File: src/rtl/nrph_pkg.sv
// Shared types and constants for the NUL-separated record parser.
// No dependencies; used by nul_record_parse_hash_route.
package nrph_pkg;

	localparam int unsigned BYTE_W = 8;
	localparam int unsigned NUM_W  = 64;
	localparam int unsigned HASH_W = 32;
	localparam int unsigned LEN_W  = 16;
	localparam int unsigned POS_W  = 2;

	// Padded width of the result tdata: 64 + 64 + 32 + 1 + 16 + 1 = 178, up to 184.
	localparam int unsigned OUT_FIELDS_W = 2 * NUM_W + HASH_W + 1 + LEN_W + 1;
	localparam int unsigned OUT_DATA_W   = ((OUT_FIELDS_W + 7) / 8) * 8;

	localparam logic [HASH_W-1:0] HASH_SEED = 32'd5381;
	localparam logic [LEN_W-1:0]  LEN_MAX   = '1;
	localparam logic [NUM_W-1:0]  NUM_MAX   = '1;

	// Fold of the hash bytes into a small residue sum: four terms of at most 255 * 255.
	localparam int unsigned FOLD_W      = 18;
	localparam int unsigned RECIP_SHIFT = 27;
	localparam int unsigned RECIP_W     = RECIP_SHIFT + 1;

	typedef enum logic [POS_W-1:0] {
		POS_STAMP = 2'd0,
		POS_PATH  = 2'd1,
		POS_SIZE  = 2'd2,
		POS_SPARE = 2'd3
	} field_pos_t;

	typedef struct packed {
		logic [LEN_W-1:0]  path_length;
		logic              overflowed;
		logic [HASH_W-1:0] path_hash;
		logic [NUM_W-1:0]  file_bytes;
		logic [NUM_W-1:0]  stamp_seconds;
	} rec_t;

endpackage

File: src/rtl/nul_record_parse_hash_route.sv
// Top level of the NUL-separated record parser with djb2 hash routing.
// Depends on nrph_pkg for field widths, constants and the record struct.
//
// Channel  | Dir | Handshake               | Payload
// ---------+-----+-------------------------+------------------------------------------
// s_axis   | in  | s_axis_tvalid/tready    | tdata[7:0] data_byte
// m_axis   | out | m_axis_tvalid/tready    | tdata[183:0] record result (see port)
//
// One byte is accepted per cycle while s_axis_tready is high. The parser state
// updates in the cycle a byte is accepted; a record's closing NUL loads stage 1,
// the hash residue is folded in stage 2 and the target is resolved by a reciprocal
// multiply into stage 3, which drives m_axis.
// arst_n resets the parser state (hash_q to HASH_SEED) and clears all stage valid bits.
// A stalled m_axis holds stage 3; earlier stages keep filling bubbles, and
// s_axis_tready drops only while m_axis stalls with all three stages holding results.
module nul_record_parse_hash_route #(
	parameter int unsigned NUM_TARGETS = 2
) (
	input  logic                                 clk,
	input  logic                                 arst_n,
	input  logic                                 s_axis_tvalid,
	output logic                                 s_axis_tready,
	input  logic [nrph_pkg::BYTE_W-1:0]          s_axis_tdata,  // [7:0] data_byte
	output logic                                 m_axis_tvalid,
	input  logic                                 m_axis_tready,
	// [63:0] stamp_seconds, [127:64] file_bytes, [159:128] path_hash,
	// [160] target_index, [176:161] path_length, [177] overflowed, [183:178] zero
	output logic [nrph_pkg::OUT_DATA_W-1:0]      m_axis_tdata
);

	localparam int unsigned FW = nrph_pkg::FOLD_W;
	localparam int unsigned RS = nrph_pkg::RECIP_SHIFT;
	localparam int unsigned RW = nrph_pkg::RECIP_W;

	// Residue of 256^k for each hash byte, so the folded sum keeps hash mod NUM_TARGETS.
	localparam logic [7:0] FOLD_C0 = 8'((64'd1 <<  0) % NUM_TARGETS);
	localparam logic [7:0] FOLD_C1 = 8'((64'd1 <<  8) % NUM_TARGETS);
	localparam logic [7:0] FOLD_C2 = 8'((64'd1 << 16) % NUM_TARGETS);
	localparam logic [7:0] FOLD_C3 = 8'((64'd1 << 24) % NUM_TARGETS);
	localparam logic [RW-1:0] RECIP_M = RW'(((64'd1 << RS) + NUM_TARGETS - 1) / NUM_TARGETS);
	localparam logic [8:0]    NT      = 9'(NUM_TARGETS);

	// Parser state
	nrph_pkg::field_pos_t               pos_q;
	logic [nrph_pkg::NUM_W-1:0]         secs_q, size_q;
	logic [nrph_pkg::HASH_W-1:0]        hash_q;
	logic [nrph_pkg::LEN_W-1:0]         len_q;
	logic                               ended_q, empty_q, sat_q, has_bytes_q;

	// Pipeline
	logic                   vld_s1, vld_s2, vld_s3;
	nrph_pkg::rec_t         rec_s1, rec_s2, rec_s3;
	logic [FW-1:0]          fold_s2;
	logic                   tgt_s3;
	logic                   adv1, adv2, adv3;
	logic                   take;

	// Combinational next values
	logic [nrph_pkg::BYTE_W-1:0]        b;
	logic                               is_nul, is_digit, in_stamp, in_path;
	logic [nrph_pkg::NUM_W-1:0]         dig_acc;
	logic [nrph_pkg::NUM_W+3:0]         dig_wide;
	logic [nrph_pkg::NUM_W-1:0]         dig_next;
	logic                               dig_sat;
	logic [nrph_pkg::HASH_W-1:0]        hash_next;
	logic                               empty_now, emit;
	logic [FW-1:0]                      fold_sum;
	logic [FW+RW-1:0]                   recip_prod;

	assign adv3          = !vld_s3 || m_axis_tready;
	assign adv2          = !vld_s2 || adv3;
	assign adv1          = !vld_s1 || adv2;
	assign s_axis_tready = adv1;
	assign take          = s_axis_tvalid && adv1;

	assign b        = s_axis_tdata;
	assign is_nul   = (b == '0);
	assign is_digit = (b >= 8'h30) && (b <= 8'h39);
	assign in_stamp = (pos_q == nrph_pkg::POS_STAMP);
	assign in_path  = (pos_q == nrph_pkg::POS_PATH);

	// Shared decimal step: acc * 10 + digit, saturate on carry out of 64 bits.
	assign dig_acc  = in_stamp ? secs_q : size_q;
	assign dig_wide = {1'b0, dig_acc, 3'b000} + {3'b000, dig_acc, 1'b0} + 68'(b - 8'h30);
	assign dig_sat  = (dig_wide[nrph_pkg::NUM_W+3:nrph_pkg::NUM_W] != '0);
	assign dig_next = dig_sat ? nrph_pkg::NUM_MAX : dig_wide[nrph_pkg::NUM_W-1:0];

	assign hash_next = {hash_q[nrph_pkg::HASH_W-6:0], 5'b00000} + hash_q
		+ {{(nrph_pkg::HASH_W - nrph_pkg::BYTE_W){b[7]}}, b};

	assign empty_now = empty_q || !has_bytes_q;
	assign emit      = take && is_nul && !in_stamp && !in_path && !empty_now;

	always_ff @(posedge clk or negedge arst_n) begin
		if (!arst_n) begin
			pos_q       <= nrph_pkg::POS_STAMP;
			secs_q      <= '0;
			size_q      <= '0;
			hash_q      <= nrph_pkg::HASH_SEED;
			len_q       <= '0;
			ended_q     <= 1'b0;
			empty_q     <= 1'b0;
			sat_q       <= 1'b0;
			has_bytes_q <= 1'b0;
		end else if (take) begin
			if (is_nul) begin
				has_bytes_q <= 1'b0;
				ended_q     <= 1'b0;
				if (in_stamp || in_path) begin
					pos_q   <= nrph_pkg::field_pos_t'(pos_q + 2'd1);
					empty_q <= empty_now;
				end else begin
					// record closed: emitted or dropped, start over
					pos_q   <= nrph_pkg::POS_STAMP;
					secs_q  <= '0;
					size_q  <= '0;
					hash_q  <= nrph_pkg::HASH_SEED;
					len_q   <= '0;
					empty_q <= 1'b0;
					sat_q   <= 1'b0;
				end
			end else begin
				has_bytes_q <= 1'b1;
				if (in_path) begin
					hash_q <= hash_next;
					if (len_q == nrph_pkg::LEN_MAX) begin
						sat_q <= 1'b1;
					end else begin
						len_q <= len_q + 16'd1;
					end
				end else if (!ended_q) begin
					if (!is_digit) begin
						ended_q <= 1'b1;
					end else begin
						if (dig_sat) begin
							sat_q <= 1'b1;
						end
						if (in_stamp) begin
							secs_q <= dig_next;
						end else begin
							size_q <= dig_next;
						end
					end
				end
			end
		end
	end

	// Fold the hash bytes by their residues; the sum is congruent to hash mod NUM_TARGETS.
	always_comb begin
		fold_sum = FW'(rec_s1.path_hash[7:0])   * FW'(FOLD_C0)
			+ FW'(rec_s1.path_hash[15:8])  * FW'(FOLD_C1)
			+ FW'(rec_s1.path_hash[23:16]) * FW'(FOLD_C2)
			+ FW'(rec_s1.path_hash[31:24]) * FW'(FOLD_C3);
	end

	// Quotient by reciprocal; only bit 0 of sum - q * N is needed.
	assign recip_prod = (FW+RW)'(fold_s2) * (FW+RW)'(RECIP_M);

	always_ff @(posedge clk or negedge arst_n) begin
		if (!arst_n) begin
			vld_s1 <= 1'b0;
			vld_s2 <= 1'b0;
			vld_s3 <= 1'b0;
		end else begin
			if (adv1) begin
				vld_s1 <= emit;
			end
			if (adv2) begin
				vld_s2 <= vld_s1;
			end
			if (adv3) begin
				vld_s3 <= vld_s2;
			end
		end
	end

	always_ff @(posedge clk) begin
		if (adv1 && emit) begin
			rec_s1.stamp_seconds <= secs_q;
			rec_s1.file_bytes    <= size_q;
			rec_s1.path_hash     <= hash_q;
			rec_s1.path_length   <= len_q;
			rec_s1.overflowed    <= sat_q;
		end
		if (adv2) begin
			rec_s2  <= rec_s1;
			fold_s2 <= fold_sum;
		end
		if (adv3) begin
			rec_s3 <= rec_s2;
			tgt_s3 <= fold_s2[0] ^ (recip_prod[RS] & NT[0]);
		end
	end

	assign m_axis_tvalid = vld_s3;
	assign m_axis_tdata  = nrph_pkg::OUT_DATA_W'({
		rec_s3.overflowed,
		rec_s3.path_length,
		tgt_s3,
		rec_s3.path_hash,
		rec_s3.file_bytes,
		rec_s3.stamp_seconds
	});

endmodule
File: config.mk
export PLATFORM = sky130hd
export DESIGN_NAME = nul_record_parse_hash_route
export DESIGN_NICKNAME = d
export VERILOG_FILES = /design/src/rtl/nrph_pkg.sv /design/src/rtl/nul_record_parse_hash_route.sv
export SDC_FILE = /design/constraint.sdc
export NUM_CORES = 1
export LEC_CHECK = 0
export BUFFER_PORTS_ARGS = -buffer_cell sky130_fd_sc_hd__buf_4
export CAP_MARGIN = 30
export CELL_PAD_IN_SITES_DETAIL_PLACEMENT = 1
export CELL_PAD_IN_SITES_GLOBAL_PLACEMENT = 1
export CORE_MARGIN = 2
export CORE_UTILIZATION = 46
export DETAILED_ROUTE_END_ITERATION = 8
export PLACE_DENSITY = 0.81
export SYNTH_ARGS = -nofsm -noshare
export SYNTH_HDL_FRONTEND = slang
export SYNTH_SLANG_ARGS = --single-unit
File: constraint.sdc
create_clock -name clk -period 21.8 [get_ports clk]
set_input_delay 1.09 -clock clk [delete_from_list [all_inputs] [get_ports clk]]
set_output_delay 1.09 -clock clk [all_outputs]
set_load 0.05 [all_outputs]
==> metrics.md, run 1 <==
| Metric | Value |
|---|---|
| Hold Vio Cnt, Final | 0 |
| Cts bufs inserted | 75 |
| Actual slew at the worst max-slew pin | 1.021 ns |
| Hold_buf cts | 0 |
| Number of global-route vias before repair | 21.76k |
| Largest net degree at the start of global routing | 98 |
| Routability cong. | 0.9418 |
| Inserted Diodes | 0 |
| Routed len/inst | 23.57 um |
| Cell count after synthesis | 2350 |
| RSZ-0062 raised after global routing | no |
| CTS tree | yes |
| Setup Fix Bufs, Post-CTS | 0 |
| Worst setup SP type | flip-flop |
| CP required | 22.25 ns |
| Post-synth top flop | edfxtp_1 |
| Global-route wire length before repair | 128.5 mm |
| Vias per cell | 5.642 |
| Net total in the final layout | 2777 |
| Initial DRC count | 1312 |
| Max Fanout on Critical Path | 38 |
| CTS clk-pin slew, worst paths | 0.07 ns |
| Commonest non-fill, non-tap cells in the layout | edfxtp_1 (531), buf_4 (212), nand2_1 (183) |
| DR pass1 iterations | 5 |
| IO Count | 198 |
| WL final | 83.94 mm |
| Die height | 267.4 um |
| Post-route ant nets | 0 |
| Tmin final | 7.546 ns |
| Register area share after synthesis | 0.6448 |
| Final Instance Area | 36940 um2 |
| DRC Markers | 0 |
| Final setup fails | 0 |
| TNS Setup | 0 ns |
| Leak | 15.93 nW |
| Hold Path Class | flip-flop to flip-flop |
| Worst Path Arrival | 8.00 ns |
| Clock skew | 0.03645 ns |
| Largest area contributor in the netlist | edfxtp_1 |
| Worst slew margin relative to its limit | 0.3169 |
| Num rows | 96 |
| PortBufs | 191 |
| Filler cells | 6788 |
| Yosys top cell area share | 0.4996 |
| Final Max Tran Viols | 0 |
| Placeable Area | 68590 um2 |
| CP Class | flip-flop to flip-flop |
| Via count | 20.10k |
| Share of flip-flops with an asynchronous set or reset | 0.2584 |
| Synthesis warning total | 0 |
| VDD IR max | 0.08072 mV |
| Final worst path period share | 0.3462 |
| GRT overflow | 0 |
| Ranking of synthesized cells by area | edfxtp_1 (50%), dfrtp_1 (14%), fa_1 (5.6%) |
| H-Tree Level Count | 3 |
| Distinct cell type count after synthesis | 78 |
| DP Wirelength | 58.34 mm |
| Mapped Avg Cell Area | 13.58 um2 |
| Worst-Skew Late Latency | 0.63 ns |
| DP Area | 34360 um2 |
| Most common cell after layout, fill and taps aside | edfxtp_1 |
| Sink Count | 716 |
| Root buffer cell | clkbuf_16 |
| Post-CTS Resized | 0 |
| Status | finished clean |
| Gr usage total | 0.2353 |
| Proportion of layout cells with a drive suffix above 1 | 0.1501 |
| Antenna violations before repair | 0 |
| PwrDens | 154.0 nW/um2 |
| Die width | 267.4 um |
| Maximum clock path buffer count | 3 |
| Number of synthesized flops with an enable pin | 531 |
| Initial core utilization | 0.4654 |
| Worst Setup End Kind | flip-flop |
| Max_cap viols | 0 |
| Layout area overhead | 15.74% |
| Fmax achieved | 0.1325 GHz |
| Die area | 71510 um2 |
| Synth Register Bits | 716 |
| Post-synthesis instance area | 31920 um2 |
layout make-up:
cell class | instances | area, um2 | share of cell area
flip-flops and latches | 716 | 20580 | 0.5572
multi-input cells | 1393 | 10350 | 0.2802
clock buffers | 99 | 2071 | 0.05606
repair buffers | 220 | 1763 | 0.04773
well taps | 931 | 1165 | 0.03153
inverters | 162 | 613.1 | 0.01660
clock inverters | 41 | 395.4 | 0.01070
synthesized netlist by cell type (21+ instances only):
| cell type | n |
|---|---|
| a21o_1 | 35 |
| ha_1 | 107 |
| edfxtp_1 | 531 |
| nand4_1 | 21 |
| nor2_1 | 97 |
| a21oi_1 | 175 |
| fa_1 | 90 |
| xor2_1 | 50 |
| o21ai_0 | 179 |
| clkbuf_1 | 55 |
| nand3_1 | 48 |
| dfrtp_1 | 180 |
| inv_1 | 162 |
| xnor2_1 | 52 |
| a21oi_2 | 26 |
| nand2_1 | 185 |
| mux2i_1 | 65 |
worst max-delay path, cell delays in order (launching register included):
cell and delay (ns):
dfrtp_1 0.48, nor2_4 0.79, buf_4 0.56, buf_4 0.48
mux2i_1 0.44, fa_1 0.52, inv_1 0.10, ha_1 0.30
a211oi_1 0.30, nor3_1 0.12, o211ai_1 0.37, a21oi_1 0.24
o211ai_2 0.32, a21oi_1 0.18, o31a_1 0.28, a2111o_1 0.82
nor2_4 0.21, buf_4 0.58, a21oi_1 0.24
cells by family (layout without fill, tap and decap cells):
kind of cell / after synthesis / count (layout) / synth area share
and+or+nand+nor: 448 / 448 / 0.06449
AOI/OAI and AO/OA: 569 / 569 / 0.1093
muxes: 71 / 71 / 0.02250
other: 1 / 6 / 0.0001175
DFF: 716 / 716 / 0.6448
xor gates and xnor gates: 102 / 102 / 0.02799
buffers and inverters: 246 / 522 / 0.03234
adders and majority gates: 197 / 197 / 0.09840
path summary, 6_finish.rpt:
check	start	end	slack (ns)	cells past startpoint
min	rec_s1[143]	rec_s2[143]	0.41	0
max	pos_q[1]	secs_q[7]	14.25	18
min in group asynchronous	arst_n	hash_q[30]	0.49	1
min reg2reg	rec_s1[143]	rec_s2[143]	0.41	0
max in group asynchronous	arst_n	size_q[12]	19.92	2
max reg2reg	pos_q[1]	secs_q[7]	14.25	18
routing by layer:
| layer | global-route usage | share of wire | vias to the layer above |
|---|---|---|---|
| met2 | 0.4081 | 0.51 | 528 |
| met3 | 0.03430 | 0.045 | 139 |
| met5 | 0 | 0 | - |
| met4 | 0.07489 | 0.027 | 0 |
| met1 | 0.3054 | 0.42 | 10450 |
| li1 | - | - | 8979 |
power breakdown:
| part | leakage (nW) | switching [mW] | internal [mW] |
|---|---|---|---|
| clock | 1.21 | 0.539 | 0.737 |
| sequential | 8.01 | 0.116 | 1.57 |
| combinational | 6.71 | 1.77 | 0.957 |
flip-flops by register name, indices dropped and copies added (netlist names):
signal and flops:
empty_q 1, rec_s1 177, m_axis_tdata 177, pos_q 2, vld_s1 1, secs_q 64, has_bytes_q 1, size_q 64
hash_q 32, rec_s2 177, m_axis_tvalid 1, len_q 16, ended_q 1, vld_s2 1, sat_q 1
metrics by stage:
stage	power (mW)	utilization	cells	setup WS [ns]	hold slack (ns)
floorplan	3.601	-	2355	0.3790	0.4003
global placement	4.254	0.5002	3414	14.44	0.4005
detailed placement	4.369	0.5010	3418	14.25	0.4056
CTS	5.687	0.5370	3558	14.35	0.4145
global route	6.035	0.5386	3562	13.98	0.4124
finish	5.689	0.5386	3562	14.25	0.4107
Note: power is estimated with default switching activity, not from simulation.
==> inputs of run 2 (changes only) <==
--- a/config.mk
+++ b/config.mk
@@ -10,9 +10,9 @@
 export CELL_PAD_IN_SITES_DETAIL_PLACEMENT = 1
 export CELL_PAD_IN_SITES_GLOBAL_PLACEMENT = 1
 export CORE_MARGIN = 2
-export CORE_UTILIZATION = 46
+export CORE_UTILIZATION = 51
 export DETAILED_ROUTE_END_ITERATION = 8
-export PLACE_DENSITY = 0.81
+export PLACE_DENSITY = 0.85
 export SYNTH_ARGS = -nofsm -noshare
 export SYNTH_HDL_FRONTEND = slang
 export SYNTH_SLANG_ARGS = --single-unit
==> constraint.sdc (replaced) <==
create_clock -name clk -period 7.9 [get_ports clk]
set_input_delay 0.395 -clock clk [delete_from_list [all_inputs] [get_ports clk]]
set_output_delay 0.395 -clock clk [all_outputs]
set_load 0.05 [all_outputs]
==> run 2 against run 1 <==
Net effect: routed wire length rose by 1.9%; sequential share of layout area rose by 0.31 points; design area fell by 0.56%; die area fell by 9.7%; non-clock buffer count did not move; combinational power rose to 2.8 times the previous value; global-route usage rose by 3.1 points; worst hold slack got worse by 0.32 ns; first-iteration DRC count rose by 23%; highest routed layer is now met5.
==> metrics.md, run 2 (same netlist as run 1, synthesis figures left out) <==
| Metric | Value |
|---|---|
| Most used routing layer | met2 |
| Global-route wire length before repair | 130.3 mm |
| Hold_ws | 0.08663 ns |
| R2R Path End | size_q[32] |
| VDD IR max | 0.3199 mV |
| Largest net degree at the start of global routing | 107 |
| Status | finished clean |
| Worst-path cell chain | nor2_4, buf_12, mux2i_1, fa_1, inv_1, ha_1, a211oi_1, nor4_2, o21ai_1, a2111oi_2, o31ai_2, a211oi_1, a211oi_1, a2111o_1, buf_4, nor2_4, buf_12, a21oi_1 |
| WP buf/inv | 4 |
| Max_cap viols | 0 |
| Hold depth | 3 |
| Setup WS post-layout | 1.915 ns |
| Combinational share of power | 0.485 |
| Via count | 20.24k |
| CTS clk-pin slew, worst paths | 0.06 ns |
| Gr usage total | 0.2666 |
| CTS tree | yes |
| Root buffer cell | clkbuf_16 |
| Worst-Skew Late Latency | 0.63 ns |
| Critical path depth | 18 |
| Fmax achieved | 0.1671 GHz |
| Proportion of layout cells with a drive suffix above 1 | 0.1433 |
| M1 GR Usage | 0.3452 |
| Reg2reg path depth | 18 |
| M2 GR Usage | 0.4627 |
| Crit-path leading delay family | compound AO/OA/AOI/OAI gates |
| Max Fanout on Critical Path | 64 |
| Slowest cell on the critical path | a2111oi_2 |
| Met3 Use GR | 0.03889 |
| Die width | 254.2 um |
| Final Non-Filler Cells | 3467 |
| Sink Count | 716 |
| Num rows | 91 |
| Leak | 15.87 nW |
| Routability cong. | 0.9349 |
| CP required | 8.37 ns |
| Post-route ant nets | 0 |
| Cts bufs inserted | 75 |
| H-Tree Level Count | 3 |
| Flop pwr share | 0.297 |
| Filler cells | 6010 |
| Placeable Area | 61830 um2 |
| Actual slew at the worst max-slew pin | 1.048 ns |
| TNS Setup | 0 ns |
| WL final | 85.51 mm |
| Reg2reg start | pos_q[1] |
| Min-delay src | s_axis_tdata[0] |
| Hold Vio Cnt, Final | 0 |
| Max stage delay on crit path | 0.64 ns |
| Most common cell after layout, fill and taps aside | edfxtp_1 |
| PwrDens | 426.0 nW/um2 |
| Die area | 64600 um2 |
| Worst Path Arrival | 6.45 ns |
| Net Switching | 6.714 mW |
| RSZ-0062 raised after global routing | no |
| Internal power | 8.935 mW |
| Final worst path period share | 0.7576 |
| Sequential cell area | 20580 um2 |
| Clock network power share | 0.218 |
| Most frequent CP cell | a211oi_1 |
| Commonest non-fill, non-tap cells in the layout | edfxtp_1 (531), buf_4 (211), nand2_1 (183) |
| DP Area | 34270 um2 |
| Dpl ws | 1.624 ns |
| GRT overflow | 0 |
| Hold Path End | secs_q[0] |
| R2R setup slack | 1.92 ns |
| Inserted Diodes | 0 |
| IO Count | 198 |
| Worst slew margin relative to its limit | 0.2988 |
| Sw Share | 0.4290 |
| PortBufs | 191 |
| Vias per cell | 5.839 |
| Number of global-route vias before repair | 21.92k |
| Final Max Tran Viols | 0 |
| Clock skew | 0.02420 ns |
| Antenna violations before repair | 2 |
| Area of the multi-input gates | 10360 um2 |
| Worst Setup End Kind | flip-flop |
| Net total in the final layout | 2777 |
| Tmin final | 5.985 ns |
| Placed insts | 3322 |
| Initial DRC count | 1616 |
| Worst setup SP type | flip-flop |
| Final Instance Area | 36730 um2 |
| CP Class | flip-flop to flip-flop |
| Hold Path Class | primary input to flip-flop |
| Final setup fails | 0 |
| Initial core utilization | 0.5162 |
| Layout area overhead | 15.09% |
| DRC Markers | 0 |
| Die height | 254.2 um |
| DR pass1 iterations | 7 |
| Maximum clock path buffer count | 3 |
| DP Wirelength | 59.34 mm |
| Routed len/inst | 24.66 um |
==> run 2: changes by cell type in the layout (fill, tap and decap cells not counted), sizes merged <==
cell         delta
clkbuf         +13
clkinv          -7
inv             -3
bufinv          -2
clkinvlp        -2
buf             -1
dlygate4sd3     +1
==> run 2: layout make-up <==
cell class,count,share of cell area
sequential,716,0.5603
multi-input combinational,1393,0.2820
clock buffer,112,0.05712
timing repair buffer,220,0.04833
tap,837,0.02851
inverter,162,0.01669
clock inverter,27,0.007017
==> run 2: stage by stage <==
step / util / power (mW)
floorplan: - / 9.938
detailed placement: 0.5543 / 12.07
global route: 0.5941 / 16.56
global placement: 0.5538 / 11.76
CTS: 0.5926 / 15.58
finish: 0.5941 / 15.65
==> run 2: power by group through the flow <==
stage          Clock [mW]  Sequential, mW  Combinational [mW]
3_3_place_gp            0            4.68                7.08
6_report             3.41            4.64                7.59
5_1_grt              3.61            4.67                8.28
3_5_place_dp            0            4.70                7.37
4_1_cts              3.47            4.64                7.48
2_1_floorplan           0            4.56                5.38
==> run 2: routing by layer <==
metal | part of all wire | routed length [um]
met5 | 0.00014 | 12
met4 | 0.026 | 2192
met3 | 0.053 | 4494
met2 | 0.51 | 43780
met1 | 0.41 | 35030
==> run 2: how the worst max path moves through the flow <==
| stage | start | to | slack (ns) |
|---|---|---|---|
| after CTS | pos_q[1] | size_q[14] | 1.86 |
| final | pos_q[1] | size_q[32] | 1.92 |
| after global routing | pos_q[1] | size_q[32] | 1.44 |
| after detailed placement | s_axis_tdata[4] | size_q[12] | 1.62 |
| after floorplan | m_axis_tvalid | rec_s1[0] | 0.02 |
| after global placement | s_axis_tdata[4] | size_q[18] | 1.91 |
==> run 2: timing repair <==
item,4_1_cts,5_1_grt
setup buffers,0,0
hold buffers,1,0
endpoints found under the hold margin,68,0
resized for setup,0,0
==> run 2: tightest hold or removal path, stage by stage <==
cell     delay (ns)
buf_4          0.14
inv_1          0.07
a21oi_1        0.06
==> inputs of run 3 (changes only) <==
--- a/config.mk
+++ b/config.mk
@@ -10,9 +10,9 @@
 export CELL_PAD_IN_SITES_DETAIL_PLACEMENT = 1
 export CELL_PAD_IN_SITES_GLOBAL_PLACEMENT = 1
 export CORE_MARGIN = 2
-export CORE_UTILIZATION = 51
+export CORE_UTILIZATION = 46
 export DETAILED_ROUTE_END_ITERATION = 8
-export PLACE_DENSITY = 0.85
+export PLACE_DENSITY = 0.81
 export SYNTH_ARGS = -nofsm -noshare
 export SYNTH_HDL_FRONTEND = slang
 export SYNTH_SLANG_ARGS = --single-unit
==> constraint.sdc (replaced) <==
create_clock -name clk -period 5.45 [get_ports clk]
set_input_delay 0.2725 -clock clk [delete_from_list [all_inputs] [get_ports clk]]
set_output_delay 0.2725 -clock clk [all_outputs]
set_load 0.05 [all_outputs]
==> run 3 against run 2 <==
Net effect: combinational power up 52%; register-to-register slack worse by 1.7 ns; sequential share of layout area fell by 1.5 points; total power rose by 50%; routed wire length decreased by 1.7%; design area is 2.8% higher; fmax increased by 15%; core utilization fell by 4.4 points; worst hold slack lost 0.0043 ns; clock power grew 50%; worst setup slack got worse by 1.7 ns.
==> metrics.md, run 3 (same netlist as run 1, synthesis figures left out) <==
| Metric | Value |
|---|---|
| Status | finished clean |
| Dpl ws | 0.03402 ns |
| Net Switching | 9.878 mW |
| Placeable Area | 68590 um2 |
| Final Non-Filler Cells | 3620 |
| Tmin final | 5.195 ns |
| VDD IR max | 0.4430 mV |
| CTS tree | yes |
| Actual slew at the worst max-slew pin | 1.020 ns |
| Post-route ant nets | 0 |
| Die area | 71510 um2 |
| Maximum clock path buffer count | 3 |
| PwrDens | 620.0 nW/um2 |
| Largest net degree at the start of global routing | 179 |
| Vias per cell | 5.628 |
| Final Instance Area | 37760 um2 |
| Hold Path Class | primary input to flip-flop |
| DRC Markers | 0 |
| Via count | 20.37k |
| IO Count | 198 |
| CTS clk-pin slew, worst paths | 0.06 ns |
| GRT overflow | 0 |
| Proportion of layout cells with a drive suffix above 1 | 0.1793 |
| Max Fanout on Critical Path | 13 |
| Worst setup SP type | flip-flop |
| Routed len/inst | 23.22 um |
| Setup WS post-layout | 0.2545 ns |
| DP Wirelength | 59.03 mm |
| Sw Share | 0.4219 |
| DR pass1 iterations | 4 |
| Clock skew | 0.03873 ns |
| Internal power | 13.54 mW |
| Clock network power share | 0.219 |
| Final Max Tran Viols | 0 |
| Combinational share of power | 0.493 |
| Worst Path Arrival | 5.63 ns |
| Placed insts | 3470 |
| Fmax achieved | 0.1925 GHz |
| Die height | 267.4 um |
| WL final | 84.07 mm |
| DP Area | 34950 um2 |
| Worst Setup End Kind | flip-flop |
| Flop pwr share | 0.288 |
| Number of global-route vias before repair | 22.14k |
| Hold depth | 3 |
| Most common cell after layout, fill and taps aside | edfxtp_1 |
| Worst-Skew Late Latency | 0.63 ns |
| Net total in the final layout | 2834 |
| Initial DRC count | 1489 |
| Gr usage total | 0.2351 |
| Final setup fails | 0 |
| Max_cap viols | 0 |
| Sink Count | 716 |
| Routability cong. | 0.9884 |
| Num rows | 96 |
| Global-route wire length before repair | 128.7 mm |
| CP required | 5.88 ns |
| CP Class | flip-flop to flip-flop |
| Die width | 267.4 um |
| Root buffer cell | clkbuf_16 |
| Final worst path period share | 0.9533 |
| Power Total | 23.41 mW |
| Leak | 16.16 nW |
| PortBufs | 191 |
| Layout area overhead | 18.31% |
| Hold Vio Cnt, Final | 0 |
| H-Tree Level Count | 3 |
| Reg2reg path depth | 18 |
| Initial core utilization | 0.4654 |
| Antenna violations before repair | 2 |
| Filler cells | 6743 |
| Commonest non-fill, non-tap cells in the layout | edfxtp_1 (531), buf_4 (256), nand2_1 (182) |
| Worst slew margin relative to its limit | 0.3175 |
| Cts bufs inserted | 76 |
run 3: cell type report:
cell class,instances,area [um2],area share
Antenna cell,1,2.502,0.00006627
Tap cell,931,1165,0.03085
Clock inverter,40,377.9,0.01001
Timing Repair Buffer,276,2312,0.06123
Inverter,162,613.1,0.01624
Multi-Input combinational cell,1393,10610,0.2809
Sequential cell,716,20580,0.5451
Clock buffer,101,2101,0.05563
run 3: final timing paths:
| kind | start | endpoint | slack (ns) |
|---|---|---|---|
| setup / recovery | pos_q[1] | secs_q[52] | 0.25 |
| hold / removal | s_axis_tvalid | ended_q | 0.08 |
| setup reg to reg | pos_q[1] | secs_q[52] | 0.25 |
| hold reg to reg | rec_s1[131] | rec_s2[131] | 0.41 |
| max in group asynchronous | arst_n | m_axis_tvalid | 3.93 |
| min in group asynchronous | arst_n | hash_q[29] | 0.25 |
run 3: routing by layer:
metal	vias to the layer above	share of wire	global-route usage
li1	9083	-	-
met1	10500	0.41	0.2937
met2	619	0.51	0.4121
met3	169	0.047	0.03466
met4	0	0.035	0.09286
met5	-	0	0
run 3: repair_timing:
item | CTS | global route
gates cloned | 0 | 1
setup buffers | 0 | 2
endpoints found under the hold margin | 87 | 0
hold buffers | 2 | 0
endpoints found under the setup margin | 11 | 129
resized for setup | 1 | 42
pin swaps | 0 | 4
run 3: power groups by stage:
stage	clock network [mW]	logic [mW]	registers, mW
after global placement	0	10.4	6.78
after floorplan	0	7.80	6.61
final	5.13	11.5	6.75
after global routing	5.41	12.6	6.79
after detailed placement	0	11.0	6.81
after CTS	5.22	11.2	6.72
run 3: stage by stage:
stage          hold WS, ns    util  setup TNS, ns
2_1_floorplan     -0.02309       -        -344.14
3_3_place_gp        0.3379  0.5090              0
3_5_place_dp        0.3902  0.5095              0
4_1_cts            0.05428  0.5460              0
5_1_grt            0.09919  0.5505       -0.01231
6_report           0.08230  0.5506              0
run 3: critical path: stages, from the launching register on:
cell	delay, ns
dfrtp_1	0.48
nor2_4	0.21
buf_12	0.21
mux2_2	0.38
ha_1	0.29
ha_1	0.25
fa_1	0.45
a211oi_2	0.29
nor3_1	0.12
o211ai_1	0.30
a21oi_1	0.19
o211ai_2	0.27
a21oi_1	0.14
o31a_1	0.26
a2111o_1	0.42
buf_4	0.20
buf_4	0.17
nor2_1	0.20
o21ai_0	0.14
